[src/rtl/core/whp_pkg.sv]
package whp_pkg;

  localparam int unsigned QUOT_W = 42;
  localparam int unsigned DVSR_W = 32;
  localparam int unsigned CNT_W  = $clog2(QUOT_W + 1);

  typedef enum logic [3:0] {
    PH_RIFF,
    PH_RSIZE,
    PH_WAVE,
    PH_TAG1,
    PH_SIZE1,
    PH_SKIP1,
    PH_FMT,
    PH_TAG2,
    PH_SIZE2,
    PH_SKIP2,
    PH_DONE
  } phase_t;

  typedef enum logic [2:0] {
    C_RUN,
    C_S1,
    C_W1,
    C_MUL,
    C_S2,
    C_W2,
    C_OUT
  } cstate_t;

  localparam logic [3:0] ST_OK    = 4'd0;
  localparam logic [3:0] ST_MARK  = 4'd1;
  localparam logic [3:0] ST_TRUNC = 4'd2;
  localparam logic [3:0] ST_TAG   = 4'd3;
  localparam logic [3:0] ST_EXT   = 4'd4;
  localparam logic [3:0] ST_DEPTH = 4'd5;
  localparam logic [3:0] ST_ALIGN = 4'd6;
  localparam logic [3:0] ST_LONG  = 4'd7;
  localparam logic [3:0] ST_ZERO  = 4'd8;

  localparam logic [1:0] FK_PCM   = 2'd0;
  localparam logic [1:0] FK_FLOAT = 2'd1;
  localparam logic [1:0] FK_EXT   = 2'd2;

  localparam logic [15:0] TAG_PCM   = 16'h0001;
  localparam logic [15:0] TAG_FLOAT = 16'h0003;
  localparam logic [15:0] TAG_EXT   = 16'hFFFE;

  localparam logic [31:0] MARK_RIFF = 32'h4646_4952;
  localparam logic [31:0] MARK_WAVE = 32'h4556_4157;
  localparam logic [31:0] MARK_FMT  = 32'h2074_6d66;
  localparam logic [31:0] MARK_DATA = 32'h6174_6164;

  localparam logic [15:0] EXT_CB_LEN  = 16'd22;
  localparam logic [31:0] FMT_MIN_LEN = 32'd16;
  localparam logic [31:0] EXT_MIN_LEN = 32'd40;
  localparam logic [5:0]  FMT_POS_END = 6'd40;
  localparam logic [9:0]  MS_SCALE    = 10'd1000;

  typedef struct packed {
    logic byte_acc;
    logic samp_load;
    logic mul_load;
    logic ms_load;
  } dp_cmd_t;

  typedef struct packed {
    logic err;
    logic ok;
  } dp_stat_t;

  function automatic logic [7:0] guid_pcm_byte(input logic [3:0] idx);
    logic [7:0] val;
    case (idx)
      4'd0:    val = 8'h01;
      4'd6:    val = 8'h10;
      4'd8:    val = 8'h80;
      4'd11:   val = 8'haa;
      4'd13:   val = 8'h38;
      4'd14:   val = 8'h9b;
      4'd15:   val = 8'h71;
      default: val = 8'h00;
    endcase
    return val;
  endfunction

  function automatic logic [7:0] guid_float_byte(input logic [3:0] idx);
    logic [7:0] val;
    val = (idx == 4'd0) ? 8'h03 : guid_pcm_byte(idx);
    return val;
  endfunction

endpackage

[src/rtl/core/whp_div.sv]
module whp_div (
  input  logic                         clk,
  input  logic                         rst_n,
  input  logic                         start,
  input  logic [whp_pkg::QUOT_W-1:0]   dividend,
  input  logic [whp_pkg::DVSR_W-1:0]   divisor,
  output logic                         done,
  output logic [whp_pkg::QUOT_W-1:0]   quot
);

  logic                        busy_r, busy_nxt;
  logic                        done_r, done_nxt;
  logic [whp_pkg::CNT_W-1:0]   cnt_r, cnt_nxt;
  logic [whp_pkg::QUOT_W-1:0]  q_r, q_nxt;
  logic [whp_pkg::DVSR_W-1:0]  rem_r, rem_nxt;
  logic [whp_pkg::DVSR_W-1:0]  dvs_r, dvs_nxt;
  logic [whp_pkg::DVSR_W:0]    trial;
  logic                        ge;

  assign trial = {rem_r, q_r[whp_pkg::QUOT_W-1]};
  assign ge    = trial >= {1'b0, dvs_r};

  always_comb begin
    busy_nxt = busy_r;
    done_nxt = 1'b0;
    cnt_nxt  = cnt_r;
    q_nxt    = q_r;
    rem_nxt  = rem_r;
    dvs_nxt  = dvs_r;
    if (start) begin
      busy_nxt = 1'b1;
      cnt_nxt  = whp_pkg::CNT_W'(whp_pkg::QUOT_W);
      q_nxt    = dividend;
      rem_nxt  = '0;
      dvs_nxt  = divisor;
    end else if (busy_r) begin
      rem_nxt = ge ? whp_pkg::DVSR_W'(trial - {1'b0, dvs_r})
                   : trial[whp_pkg::DVSR_W-1:0];
      q_nxt   = {q_r[whp_pkg::QUOT_W-2:0], ge};
      cnt_nxt = cnt_r - 1'b1;
      if (cnt_r == whp_pkg::CNT_W'(1)) begin
        busy_nxt = 1'b0;
        done_nxt = 1'b1;
      end
    end
  end

  always_ff @(posedge clk) begin
    if (!rst_n) begin
      busy_r <= 1'b0;
      done_r <= 1'b0;
      cnt_r  <= '0;
    end else begin
      busy_r <= busy_nxt;
      done_r <= done_nxt;
      cnt_r  <= cnt_nxt;
    end
  end

  always_ff @(posedge clk) begin
    q_r   <= q_nxt;
    rem_r <= rem_nxt;
    dvs_r <= dvs_nxt;
  end

  assign done = done_r;
  assign quot = q_r;

endmodule

[src/rtl/core/whp_dp.sv]
module whp_dp (
  input  logic                        clk,
  input  logic                        rst_n,
  input  logic [7:0]                  in_file_byte,
  input  logic                        in_first_byte,
  input  logic                        in_last_byte,
  input  logic                        cfg_wr_en,
  input  logic [31:0]                 cfg_wr_data,
  input  whp_pkg::dp_cmd_t            cmd,
  output whp_pkg::dp_stat_t           stat,
  input  logic [whp_pkg::QUOT_W-1:0]  div_q,
  output logic [whp_pkg::QUOT_W-1:0]  div_a,
  output logic [whp_pkg::DVSR_W-1:0]  div_b,
  output logic [3:0]                  out_status,
  output logic [15:0]                 out_channels,
  output logic [31:0]                 out_sample_rate,
  output logic [5:0]                  out_valid_bits,
  output logic [2:0]                  out_container_bytes,
  output logic                        out_is_float,
  output logic [31:0]                 out_speaker_mask,
  output logic [31:0]                 out_data_offset,
  output logic [31:0]                 out_total_samples,
  output logic [41:0]                 out_total_time_ms
);

  whp_pkg::phase_t phase_r, phase_nxt, ph_cur;
  logic [31:0] flen_r;
  logic [31:0] off_r, off_nxt, off_cur;
  logic [1:0]  fcnt_r, fcnt_nxt, fc_cur;
  logic        fin_r, fin_nxt, fin_cur;
  logic [31:0] shift_r, shift_nxt, sh_new;
  logic [31:0] rem_r, rem_nxt;
  logic [5:0]  pos_r, pos_nxt;
  logic [31:0] fmtlen_r, fmtlen_nxt;
  logic [1:0]  kind_r, kind_nxt;
  logic        isfmt_r, isfmt_nxt;
  logic        isdata_r, isdata_nxt;
  logic [15:0] ch_r, ch_nxt;
  logic [31:0] rate_r, rate_nxt;
  logic [15:0] align_r, align_nxt;
  logic [15:0] bits_r, bits_nxt;
  logic [15:0] cb_r, cb_nxt;
  logic [15:0] valid_r, valid_nxt;
  logic [31:0] mask_r, mask_nxt;
  logic [1:0]  guid_r, guid_nxt;
  logic [31:0] dsize_r, dsize_nxt;
  logic [2:0]  cont_r, cont_nxt;
  logic        flt_r, flt_nxt;
  logic [18:0] divisor_r;
  logic [21:0] div_prod;
  logic [41:0] ms_prod;

  logic        ev_err, ev_ok, fin_fmt;
  logic [3:0]  ev_code, fmt_st;
  logic [15:0] tag, fmt_v;
  logic        fmt_isf;
  logic [32:0] start, flen33;
  logic [3:0]  gidx;

  function automatic logic [3:0] fmt_check(
    input logic [31:0] flen_f,
    input logic [1:0]  kind,
    input logic [15:0] cb,
    input logic [15:0] bits,
    input logic [15:0] valid,
    input logic [1:0]  guid,
    input logic [15:0] align,
    input logic [15:0] ch
  );
    logic [15:0] v;
    logic [12:0] c;
    logic        ext;
    logic        isf;
    logic [18:0] prod;
    logic [3:0]  st;
    ext  = kind == whp_pkg::FK_EXT;
    c    = bits[15:3];
    v    = ext ? valid : bits;
    isf  = ext ? !guid[0] : (kind == whp_pkg::FK_FLOAT);
    prod = 19'(c[2:0]) * 19'(ch);
    if (flen_f < whp_pkg::FMT_MIN_LEN)
      st = whp_pkg::ST_TRUNC;
    else if (ext && (flen_f < whp_pkg::EXT_MIN_LEN || cb != whp_pkg::EXT_CB_LEN))
      st = whp_pkg::ST_EXT;
    else if (bits[2:0] != 3'd0)
      st = whp_pkg::ST_DEPTH;
    else if (ext && guid == 2'b00)
      st = whp_pkg::ST_EXT;
    else if (v > 16'd32 || v < 16'd8)
      st = whp_pkg::ST_DEPTH;
    else if (v > bits)
      st = whp_pkg::ST_DEPTH;
    else if (c > 13'd4)
      st = whp_pkg::ST_DEPTH;
    else if (isf && (v != 16'd32 || c != 13'd4))
      st = whp_pkg::ST_DEPTH;
    else if ({3'd0, align} != prod)
      st = whp_pkg::ST_ALIGN;
    else
      st = whp_pkg::ST_OK;
    return st;
  endfunction

  assign ph_cur  = in_first_byte ? whp_pkg::PH_RIFF : phase_r;
  assign off_cur = in_first_byte ? 32'd0 : off_r;
  assign fc_cur  = in_first_byte ? 2'd0 : fcnt_r;
  assign fin_cur = in_first_byte ? 1'b0 : fin_r;
  assign sh_new  = {in_file_byte, shift_r[31:8]};
  assign start   = {1'b0, off_cur} + 33'd1;
  assign flen33  = {1'b0, flen_r};
  assign gidx    = pos_r[3:0] + 4'd8;
  assign div_prod = 22'(ch_r) * 22'(valid_r[5:0]);
  assign ms_prod  = 42'(out_total_samples) * 42'(whp_pkg::MS_SCALE);

  always_comb begin
    phase_nxt  = phase_r;
    off_nxt    = off_r;
    fcnt_nxt   = fc_cur;
    fin_nxt    = fin_cur;
    shift_nxt  = shift_r;
    rem_nxt    = rem_r;
    pos_nxt    = pos_r;
    fmtlen_nxt = fmtlen_r;
    kind_nxt   = kind_r;
    isfmt_nxt  = isfmt_r;
    isdata_nxt = isdata_r;
    ch_nxt     = ch_r;
    rate_nxt   = rate_r;
    align_nxt  = align_r;
    bits_nxt   = bits_r;
    cb_nxt     = cb_r;
    valid_nxt  = valid_r;
    mask_nxt   = mask_r;
    guid_nxt   = guid_r;
    dsize_nxt  = dsize_r;
    cont_nxt   = cont_r;
    flt_nxt    = flt_r;
    ev_err     = 1'b0;
    ev_ok      = 1'b0;
    ev_code    = whp_pkg::ST_OK;
    fin_fmt    = 1'b0;
    fmt_st     = whp_pkg::ST_OK;
    tag        = {in_file_byte, shift_r[7:0]};
    fmt_v      = 16'd0;
    fmt_isf    = 1'b0;
    if (in_first_byte) begin
      phase_nxt = whp_pkg::PH_RIFF;
      off_nxt   = 32'd0;
    end
    if (!fin_cur) begin
      case (ph_cur)
        whp_pkg::PH_FMT: begin
          if (pos_r == 6'd0) begin
            shift_nxt = {24'd0, in_file_byte};
          end else if (pos_r == 6'd1) begin
            if (tag == whp_pkg::TAG_PCM) begin
              kind_nxt = whp_pkg::FK_PCM;
            end else if (tag == whp_pkg::TAG_FLOAT) begin
              kind_nxt = whp_pkg::FK_FLOAT;
            end else if (tag == whp_pkg::TAG_EXT) begin
              kind_nxt = whp_pkg::FK_EXT;
            end else begin
              ev_err  = 1'b1;
              ev_code = whp_pkg::ST_TAG;
            end
          end else if (pos_r < 6'd4) begin
            ch_nxt[8*pos_r[0] +: 8] = in_file_byte;
          end else if (pos_r < 6'd8) begin
            rate_nxt[8*pos_r[1:0] +: 8] = in_file_byte;
          end else if (pos_r < 6'd12) begin
            rate_nxt = rate_r;
          end else if (pos_r < 6'd14) begin
            align_nxt[8*pos_r[0] +: 8] = in_file_byte;
          end else if (pos_r < 6'd16) begin
            bits_nxt[8*pos_r[0] +: 8] = in_file_byte;
          end else if (pos_r < 6'd18) begin
            cb_nxt[8*pos_r[0] +: 8] = in_file_byte;
          end else if (pos_r < 6'd20) begin
            valid_nxt[8*pos_r[0] +: 8] = in_file_byte;
          end else if (pos_r < 6'd24) begin
            mask_nxt[8*pos_r[1:0] +: 8] = in_file_byte;
          end else if (pos_r < whp_pkg::FMT_POS_END) begin
            if (in_file_byte != whp_pkg::guid_pcm_byte(gidx)) guid_nxt[0] = 1'b0;
            if (in_file_byte != whp_pkg::guid_float_byte(gidx)) guid_nxt[1] = 1'b0;
          end
          if (!ev_err) begin
            if (pos_r < whp_pkg::FMT_POS_END) pos_nxt = pos_r + 6'd1;
            rem_nxt = rem_r - 32'd1;
            if (rem_nxt == 32'd0) fin_fmt = 1'b1;
          end
        end
        whp_pkg::PH_SKIP1, whp_pkg::PH_SKIP2: begin
          rem_nxt = rem_r - 32'd1;
          if (rem_nxt == 32'd0) begin
            phase_nxt = (ph_cur == whp_pkg::PH_SKIP1) ? whp_pkg::PH_TAG1 : whp_pkg::PH_TAG2;
            fcnt_nxt  = 2'd0;
          end
        end
        default: begin
          shift_nxt = sh_new;
          fcnt_nxt  = fc_cur + 2'd1;
          if (fc_cur == 2'd3) begin
            case (ph_cur)
              whp_pkg::PH_RIFF: begin
                if (sh_new != whp_pkg::MARK_RIFF) begin
                  ev_err  = 1'b1;
                  ev_code = whp_pkg::ST_MARK;
                end else begin
                  phase_nxt = whp_pkg::PH_RSIZE;
                end
              end
              whp_pkg::PH_RSIZE: phase_nxt = whp_pkg::PH_WAVE;
              whp_pkg::PH_WAVE: begin
                if (sh_new != whp_pkg::MARK_WAVE) begin
                  ev_err  = 1'b1;
                  ev_code = whp_pkg::ST_MARK;
                end else begin
                  phase_nxt = whp_pkg::PH_TAG1;
                end
              end
              whp_pkg::PH_TAG1: begin
                isfmt_nxt = sh_new == whp_pkg::MARK_FMT;
                phase_nxt = whp_pkg::PH_SIZE1;
              end
              whp_pkg::PH_SIZE1: begin
                rem_nxt = sh_new;
                if (isfmt_r) begin
                  fmtlen_nxt = sh_new;
                  pos_nxt    = 6'd0;
                  kind_nxt   = whp_pkg::FK_PCM;
                  ch_nxt     = 16'd0;
                  rate_nxt   = 32'd0;
                  align_nxt  = 16'd0;
                  bits_nxt   = 16'd0;
                  cb_nxt     = 16'd0;
                  valid_nxt  = 16'd0;
                  mask_nxt   = 32'd0;
                  guid_nxt   = 2'b11;
                  phase_nxt  = whp_pkg::PH_FMT;
                  if (sh_new == 32'd0) begin
                    ev_err  = 1'b1;
                    ev_code = whp_pkg::ST_TRUNC;
                  end
                end else begin
                  phase_nxt = (sh_new != 32'd0) ? whp_pkg::PH_SKIP1 : whp_pkg::PH_TAG1;
                end
              end
              whp_pkg::PH_TAG2: begin
                isdata_nxt = sh_new == whp_pkg::MARK_DATA;
                phase_nxt  = whp_pkg::PH_SIZE2;
              end
              whp_pkg::PH_SIZE2: begin
                if (isdata_r) begin
                  dsize_nxt = sh_new;
                  if (flen33 < start || {1'b0, sh_new} > flen33 - start) begin
                    ev_err  = 1'b1;
                    ev_code = whp_pkg::ST_LONG;
                  end else if (divisor_r == 19'd0 || rate_r == 32'd0) begin
                    ev_err  = 1'b1;
                    ev_code = whp_pkg::ST_ZERO;
                  end else begin
                    ev_ok = 1'b1;
                  end
                end else begin
                  rem_nxt   = sh_new;
                  phase_nxt = (sh_new != 32'd0) ? whp_pkg::PH_SKIP2 : whp_pkg::PH_TAG2;
                end
              end
              default: phase_nxt = phase_r;
            endcase
          end
        end
      endcase
      if (fin_fmt) begin
        fmt_st = fmt_check(fmtlen_nxt, kind_nxt, cb_nxt, bits_nxt, valid_nxt, guid_nxt,
                           align_nxt, ch_nxt);
        fmt_v   = (kind_nxt == whp_pkg::FK_EXT) ? valid_nxt : bits_nxt;
        fmt_isf = (kind_nxt == whp_pkg::FK_EXT) ? !guid_nxt[0]
                                                : (kind_nxt == whp_pkg::FK_FLOAT);
        if (fmt_st != whp_pkg::ST_OK) begin
          ev_err  = 1'b1;
          ev_code = fmt_st;
        end else begin
          phase_nxt = whp_pkg::PH_TAG2;
          fcnt_nxt  = 2'd0;
          valid_nxt = fmt_v;
          cont_nxt  = bits_nxt[5:3];
          flt_nxt   = fmt_isf;
          if (kind_nxt != whp_pkg::FK_EXT) mask_nxt = 32'd0;
        end
      end
      off_nxt = off_cur + 32'd1;
      if (!ev_err && !ev_ok && in_last_byte) begin
        ev_err  = 1'b1;
        ev_code = whp_pkg::ST_TRUNC;
      end
      if (ev_err || ev_ok) begin
        fin_nxt   = 1'b1;
        phase_nxt = whp_pkg::PH_DONE;
      end
    end
  end

  assign stat.err = ev_err;
  assign stat.ok  = ev_ok;

  always_ff @(posedge clk) begin
    if (!rst_n) begin
      flen_r  <= 32'd0;
      phase_r <= whp_pkg::PH_RIFF;
      off_r   <= 32'd0;
      fcnt_r  <= 2'd0;
      fin_r   <= 1'b0;
    end else begin
      if (cfg_wr_en) flen_r <= cfg_wr_data;
      if (cmd.byte_acc) begin
        phase_r <= phase_nxt;
        off_r   <= off_nxt;
        fcnt_r  <= fcnt_nxt;
        fin_r   <= fin_nxt;
      end
    end
  end

  always_ff @(posedge clk) begin
    divisor_r <= div_prod[21:3];
    if (cmd.byte_acc) begin
      shift_r  <= shift_nxt;
      rem_r    <= rem_nxt;
      pos_r    <= pos_nxt;
      fmtlen_r <= fmtlen_nxt;
      kind_r   <= kind_nxt;
      isfmt_r  <= isfmt_nxt;
      isdata_r <= isdata_nxt;
      ch_r     <= ch_nxt;
      rate_r   <= rate_nxt;
      align_r  <= align_nxt;
      bits_r   <= bits_nxt;
      cb_r     <= cb_nxt;
      valid_r  <= valid_nxt;
      mask_r   <= mask_nxt;
      guid_r   <= guid_nxt;
      dsize_r  <= dsize_nxt;
      cont_r   <= cont_nxt;
      flt_r    <= flt_nxt;
    end
  end

  always_ff @(posedge clk) begin
    if (cmd.byte_acc && ev_err) begin
      out_status          <= ev_code;
      out_channels        <= 16'd0;
      out_sample_rate     <= 32'd0;
      out_valid_bits      <= 6'd0;
      out_container_bytes <= 3'd0;
      out_is_float        <= 1'b0;
      out_speaker_mask    <= 32'd0;
      out_data_offset     <= 32'd0;
      out_total_samples   <= 32'd0;
      out_total_time_ms   <= 42'd0;
    end else if (cmd.byte_acc && ev_ok) begin
      out_status          <= whp_pkg::ST_OK;
      out_channels        <= ch_r;
      out_sample_rate     <= rate_r;
      out_valid_bits      <= valid_r[5:0];
      out_container_bytes <= cont_r;
      out_is_float        <= flt_r;
      out_speaker_mask    <= mask_r;
      out_data_offset     <= start[31:0];
      div_a               <= {10'd0, sh_new};
      div_b               <= {13'd0, divisor_r};
    end
    if (cmd.samp_load) out_total_samples <= div_q[31:0];
    if (cmd.mul_load) begin
      div_a <= ms_prod;
      div_b <= rate_r;
    end
    if (cmd.ms_load) out_total_time_ms <= div_q;
  end

endmodule

[src/rtl/core/whp_ctrl.sv]
module whp_ctrl (
  input  logic              clk,
  input  logic              rst_n,
  input  logic              in_valid,
  output logic              in_stall,
  output logic              out_valid,
  input  logic              out_stall,
  input  whp_pkg::dp_stat_t stat,
  output whp_pkg::dp_cmd_t  cmd,
  output logic              div_start,
  input  logic              div_done
);

  whp_pkg::cstate_t state_r, state_nxt;
  logic accept;

  assign accept = in_valid && (state_r == whp_pkg::C_RUN);

  always_comb begin
    state_nxt = state_r;
    case (state_r)
      whp_pkg::C_RUN: begin
        if (accept && stat.err) state_nxt = whp_pkg::C_OUT;
        else if (accept && stat.ok) state_nxt = whp_pkg::C_S1;
      end
      whp_pkg::C_S1:  state_nxt = whp_pkg::C_W1;
      whp_pkg::C_W1:  if (div_done) state_nxt = whp_pkg::C_MUL;
      whp_pkg::C_MUL: state_nxt = whp_pkg::C_S2;
      whp_pkg::C_S2:  state_nxt = whp_pkg::C_W2;
      whp_pkg::C_W2:  if (div_done) state_nxt = whp_pkg::C_OUT;
      whp_pkg::C_OUT: if (!out_stall) state_nxt = whp_pkg::C_RUN;
      default:        state_nxt = whp_pkg::C_RUN;
    endcase
  end

  always_comb begin
    in_stall      = 1'b1;
    out_valid     = 1'b0;
    div_start     = 1'b0;
    cmd.byte_acc  = 1'b0;
    cmd.samp_load = 1'b0;
    cmd.mul_load  = 1'b0;
    cmd.ms_load   = 1'b0;
    case (state_r)
      whp_pkg::C_RUN: begin
        in_stall     = 1'b0;
        cmd.byte_acc = accept;
      end
      whp_pkg::C_S1, whp_pkg::C_S2: div_start = 1'b1;
      whp_pkg::C_W1:  cmd.samp_load = div_done;
      whp_pkg::C_MUL: cmd.mul_load = 1'b1;
      whp_pkg::C_W2:  cmd.ms_load = div_done;
      whp_pkg::C_OUT: out_valid = 1'b1;
      default: in_stall = 1'b1;
    endcase
  end

  always_ff @(posedge clk) begin
    if (!rst_n) begin
      state_r <= whp_pkg::C_RUN;
    end else begin
      state_r <= state_nxt;
    end
  end

endmodule

[src/rtl/core/wave_header_parser.sv]
// RIFF WAVE header parser. Feed the file one byte per beat from offset zero,
// marking offset zero with in_first_byte and the final byte with in_last_byte;
// file_length must be written before the file starts. While parsing, one
// byte is taken every cycle. Each file yields exactly one result beat: on the
// first error (all fields but status zero) or, for a good header, after the
// four size bytes of the data chunk. For a good header the shared bit-serial
// divider then runs two 42-step divisions (sample count, then duration in ms).
// Input stays stalled from the byte that produces a result until the result
// beat is taken; bytes after the result are dropped until the next
// in_first_byte.
module wave_header_parser (
  input  logic        clk,
  input  logic        rst_n,
  input  logic        in_valid,
  output logic        in_stall,
  input  logic [7:0]  in_file_byte,
  input  logic        in_first_byte,
  input  logic        in_last_byte,
  output logic        out_valid,
  input  logic        out_stall,
  output logic [3:0]  out_status,
  output logic [15:0] out_channels,
  output logic [31:0] out_sample_rate,
  output logic [5:0]  out_valid_bits,
  output logic [2:0]  out_container_bytes,
  output logic        out_is_float,
  output logic [31:0] out_speaker_mask,
  output logic [31:0] out_data_offset,
  output logic [31:0] out_total_samples,
  output logic [41:0] out_total_time_ms,
  input  logic        cfg_wr_en,
  input  logic [31:0] cfg_wr_data
);

  whp_pkg::dp_cmd_t             cmd;
  whp_pkg::dp_stat_t            stat;
  logic                         div_start;
  logic                         div_done;
  logic [whp_pkg::QUOT_W-1:0]   div_q;
  logic [whp_pkg::QUOT_W-1:0]   div_a;
  logic [whp_pkg::DVSR_W-1:0]   div_b;

  whp_ctrl u_ctrl (
    .clk       (clk),
    .rst_n     (rst_n),
    .in_valid  (in_valid),
    .in_stall  (in_stall),
    .out_valid (out_valid),
    .out_stall (out_stall),
    .stat      (stat),
    .cmd       (cmd),
    .div_start (div_start),
    .div_done  (div_done)
  );

  whp_dp u_dp (
    .clk                 (clk),
    .rst_n               (rst_n),
    .in_file_byte        (in_file_byte),
    .in_first_byte       (in_first_byte),
    .in_last_byte        (in_last_byte),
    .cfg_wr_en           (cfg_wr_en),
    .cfg_wr_data         (cfg_wr_data),
    .cmd                 (cmd),
    .stat                (stat),
    .div_q               (div_q),
    .div_a               (div_a),
    .div_b               (div_b),
    .out_status          (out_status),
    .out_channels        (out_channels),
    .out_sample_rate     (out_sample_rate),
    .out_valid_bits      (out_valid_bits),
    .out_container_bytes (out_container_bytes),
    .out_is_float        (out_is_float),
    .out_speaker_mask    (out_speaker_mask),
    .out_data_offset     (out_data_offset),
    .out_total_samples   (out_total_samples),
    .out_total_time_ms   (out_total_time_ms)
  );

  whp_div u_div (
    .clk      (clk),
    .rst_n    (rst_n),
    .start    (div_start),
    .dividend (div_a),
    .divisor  (div_b),
    .done     (div_done),
    .quot     (div_q)
  );

endmodule

[config.mk]
export PLATFORM = sky130hd
export DESIGN_NAME = wave_header_parser
export DESIGN_NICKNAME = d
export VERILOG_FILES = /design/src/rtl/core/whp_pkg.sv /design/src/rtl/core/whp_div.sv /design/src/rtl/core/whp_dp.sv /design/src/rtl/core/whp_ctrl.sv /design/src/rtl/core/wave_header_parser.sv
export SDC_FILE = /design/constraint.sdc
export NUM_CORES = 2
export LEC_CHECK = 0
export ABC_CLOCK_PERIOD_IN_PS = 19140
export BUFFER_PORTS_ARGS = -buffer_cell sky130_fd_sc_hd__clkbuf_2
export CORE_MARGIN = 2
export CORE_UTILIZATION = 50
export DETAILED_ROUTE_END_ITERATION = 16
export GPL_TIMING_DRIVEN = 0
export MAX_ROUTING_LAYER = met4
export PLACE_DENSITY_LB_ADDON = 0.08
export SETUP_SLACK_MARGIN = 0.1
export SKIP_CTS_REPAIR_TIMING = 1
export SLEW_MARGIN = 20
export SYNTH_ARGS = -nofsm -noshare
export SYNTH_HDL_FRONTEND = slang
export SYNTH_SLANG_ARGS = --single-unit
[constraint.sdc]
create_clock -name clk -period 19.14 [get_ports clk]
set_input_delay 1.914 -clock clk [delete_from_list [all_inputs] [get_ports clk]]
set_output_delay 1.914 -clock clk [all_outputs]
set_load 0.02 [all_outputs]
==> load_flow_metrics.sql <==
INSERT INTO impl_metrics (metric_group, metric, value, unit) VALUES
('logic_synthesis', 'synth_top_flop_cell', 'edfxtp_1', ''),
('logic_synthesis', 'synth.largest_area_cell', 'edfxtp_1', ''),
('sta', 'setup-violations-final', '0', ''),
('clock_network', 'clock-sinks', '734', ''),
('logic_synthesis', 'synthMuxAreaShare', '1.54', '%'),
('setup_path', 'setup.worst_path.class', 'in -> reg', ''),
('routing', 'drt-initial-drc-count', '3439', ''),
('logic_synthesis', 'synth_simple_gate_area_share', '18.1', '%'),
('floorplanning', 'io-pin-count', '249', ''),
('global_routing', 'track_usage', '32.0', '%'),
('logic_synthesis', 'synth.yosys.warnings', '0', ''),
('floorplanning', 'die_height', '306', 'um'),
('setup_path', 'critical_path.max_fanout', '32', ''),
('global_routing', 'grt_util_met1', '41.7', '%'),
('final_layout', 'layout.cell_area.non_filler', '51500', 'um2'),
('routing', 'routed-via-count', '36800', ''),
('sta', 'worst_clock_skew', '28.4', 'ps'),
('setup_path', 'required', '19400', 'ps'),
('logic_synthesis', 'async_reset_ff_share', '0', '%'),
('power', 'leakage', '20.9', 'nW'),
('place', 'gp_routability_congestion', '0.978', ''),
('logic_synthesis', 'netlist_instances', '4651', ''),
('logic_synthesis', 'adder_and_majority_gate_portion_of_the_synthesized_area', '15.4', '%'),
('hold_path', 'min_delay_path_class', 'reg -> reg', ''),
('setup_path', 'cp_top_family', 'buffers and inverters', ''),
('sta', 'layout_worst_path_cycle_share', '65.6', '%'),
('logic_synthesis', 'synth_xor_xnor_area_share', '3.72', '%'),
('sta', 'grt_setup_unrepaired', 'no', ''),
('clock_network', 'clock-root-buffer', 'clkbuf_16', ''),
('setup_path', 'critical_path.slowest_cell', 'o41ai_1', ''),
('global_routing', 'met2_usage', '50.0', '%'),
('floorplanning', 'die-width', '306', 'um'),
('sta', 'final.setup.tns', '0', 'ps'),
('place', 'port_buffers', '246', ''),
('logic_synthesis', 'synth_top_family_by_area', 'simple AND/OR/NAND/NOR gates', ''),
('routing', 'drc', '0', ''),
('routing', 'route.antenna.remaining_nets', '0', ''),
('clock_network', 'cts-htree-levels', '3', ''),
('clock_network', 'clk_pin_slew_worst_paths', '60', 'ps'),
('sta', 'final-max-slew-violation-count', '0', ''),
('clock_network', 'clockBufferDepth', '3', ''),
('logic_synthesis', 'mappedNetlistArea', '45600', 'um2'),
('power', 'p_total', '0.00974', 'W'),
('logic_synthesis', 'synthTopCellsByCount', 'nand2_1, edfxtp_1, nor2_1', ''),
('routing', 'finalWirelength', '147000', 'um'),
('logic_synthesis', 'post-synth-top-area-fraction', '31.4', '%'),
('logic_synthesis', 'yosys.cell_count.top_type', 'nand2_1', ''),
('routing', 'avgRoutedWirePerCell', '23.5', 'um'),
('final_layout', 'fillCellCount', '8074', ''),
('floorplanning', 'placeableCoreArea', '90100', 'um2'),
('floorplanning', 'rows', '110', ''),
('global_routing', 'grt_first_pass_wirelength', '221000', 'um'),
('logic_synthesis', 'synth_area_per_cell', '9.79', 'um2'),
('sta', 'post-route-min-period', '12560', 'ps'),
('setup_path', 'category_of_the_worst_setup_path_launch_point', 'input pin', ''),
('final_layout', 'nNetsFinal', '5492', ''),
('floorplanning', 'start_util', '50.5', '%'),
('place', 'placedInstanceArea', '48700', 'um2'),
('logic_synthesis', 'number_of_synthesized_flops_with_an_enable_pin', '476', ''),
('logic_synthesis', 'synth_seq_area_share', '42.7', '%'),
('final_layout', 'area_delta_synth_final', '13.0', '%'),
('job', 'max_cap_viol_count', '0', ''),
('global_routing', 'grt_pass1_vias', '35200', ''),
('outcome', 'run_status', 'completed', ''),
('setup_path', 'max_stage_delay', '1080', 'ps'),
('setup_path', 'crit_top_cell', 'clkbuf_1', ''),
('logic_synthesis', 'synth_fp_nets', '5144', ''),
('sta', 'max_clock_freq', '0.0796', 'GHz'),
('sta', 'max_slew.worst_pin.slew', '1290', 'ps'),
('setup_path', 'critical_path.endpoint_type', 'flop', ''),
('setup_path', 'critical_path_arrival', '12820', 'ps');
-- worst reg2reg max path: cells and delay by family, from the launching register on --
family	cells	cell delay [ps]
AOI/OAI and AO/OA	7	2710
xor gates and xnor gates	1	110
adders and majority gates	4	1330
buffers and inverters	5	1730
DFF	1	320
and+or+nand+nor	9	3670
-- logic make-up (layout without fill, tap and decap cells) --
group | Yosys count | after routing
AO/OA/AOI/OAI | 988 | 988
XOR/XNOR | 190 | 190
adder cells (fa/ha/maj) | 447 | 447
buffers and inverters | 494 | 912
flip-flops | 734 | 734
multiplexers | 69 | 69
other | 0 | 4
AND/OR/NAND/NOR | 1729 | 1729
-- flip-flops by register name, indices dropped and copies added (netlist names), 19 cells and up --
signal,cells
u_div.dvs_r,32
u_dp.out_total_samples,32
u_dp.mask_r,32
u_div.rem_r,32
u_dp.div_b,32
u_dp.out_total_time_ms,42
u_div.quot,42
u_dp.shift_r,32
u_dp.out_speaker_mask,32
u_dp.divisor_r,19
u_dp.out_sample_rate,32
u_dp.out_data_offset,32
u_dp.rate_r,32
u_dp.rem_r,32
u_dp.flen_r,32
u_dp.off_r,32
u_dp.fmtlen_r,29
u_dp.div_a,42
-- per-layer routing --
metal | vias to the layer above | part of all wire, %
li1 | 17200 | -
met1 | 17900 | 42
met2 | 1455 | 46
met3 | 319 | 6.8
met4 | 0 | 4.9
met5 | - | 0
-- cell type report --
class                      count  area [um2]  share of cell area [%]
antenna                        4        10.0                  0.0195
buffer                       250        1030                    2.01
clock buffer                 108        2360                    4.59
clock inverter                47         420                   0.817
inverter                     244         916                    1.78
multi-input combinational   3423       24200                    47.1
sequential                   734       19500                    37.8
tap                         1176        1470                    2.86
timing repair buffer         263        1550                    3.01
-- final timing paths --
kind	startpoint	endpoint	slack, ps	cells after the start
hold / removal	u_dp.div_b[4]$_DFFE_PP_	u_div.dvs_r[4]$_DFFE_PN_	410	0
setup / recovery	in_first_byte	u_dp.out_total_samples[7]$_SDFFCE_PN0P_	6580	28
hold reg to reg	u_dp.div_b[4]$_DFFE_PP_	u_div.dvs_r[4]$_DFFE_PN_	410	0
setup reg to reg	u_dp.fcnt_r[0]$_SDFFE_PN0P_	u_dp.out_total_samples[7]$_SDFFCE_PN0P_	8810	26
-- placed cells by master, fill, tap and decap left out, types with 104 or more instances in the layout --
cell type	n
a21oi_1	230
a22o_1	105
and2_1	131
clkbuf_1	209
clkbuf_2	253
dfxtp_1	258
edfxtp_1	476
fa_1	192
ha_1	254
inv_1	242
nand2_1	747
nor2_1	282
nor2b_1	105
o21ai_0	203
xnor2_1	104
-- power by group --
part | internal (W) | switching (W) | total, W
logic | 0.00222 | 0.00340 | 0.00562
registers | 0.00218 | 0.000302 | 0.00248
clock network | 0.000936 | 0.000702 | 0.00164
-- per-stage QoR --
step / utilization [%] / setup WS, ps / hold WS, ps / instances
5_1_grt: 57.1 / 6180 / 408 / 6248
2_1_floorplan: - / 9380 / 400 / 4651
6_report: 57.1 / 6580 / 413 / 6249
3_5_place_dp: 54.0 / 6210 / 405 / 6090
3_3_place_gp: 53.5 / 5530 / 401 / 6073
4_1_cts: 57.1 / 6870 / 404 / 6245
Power figures use the tool's default switching activity.
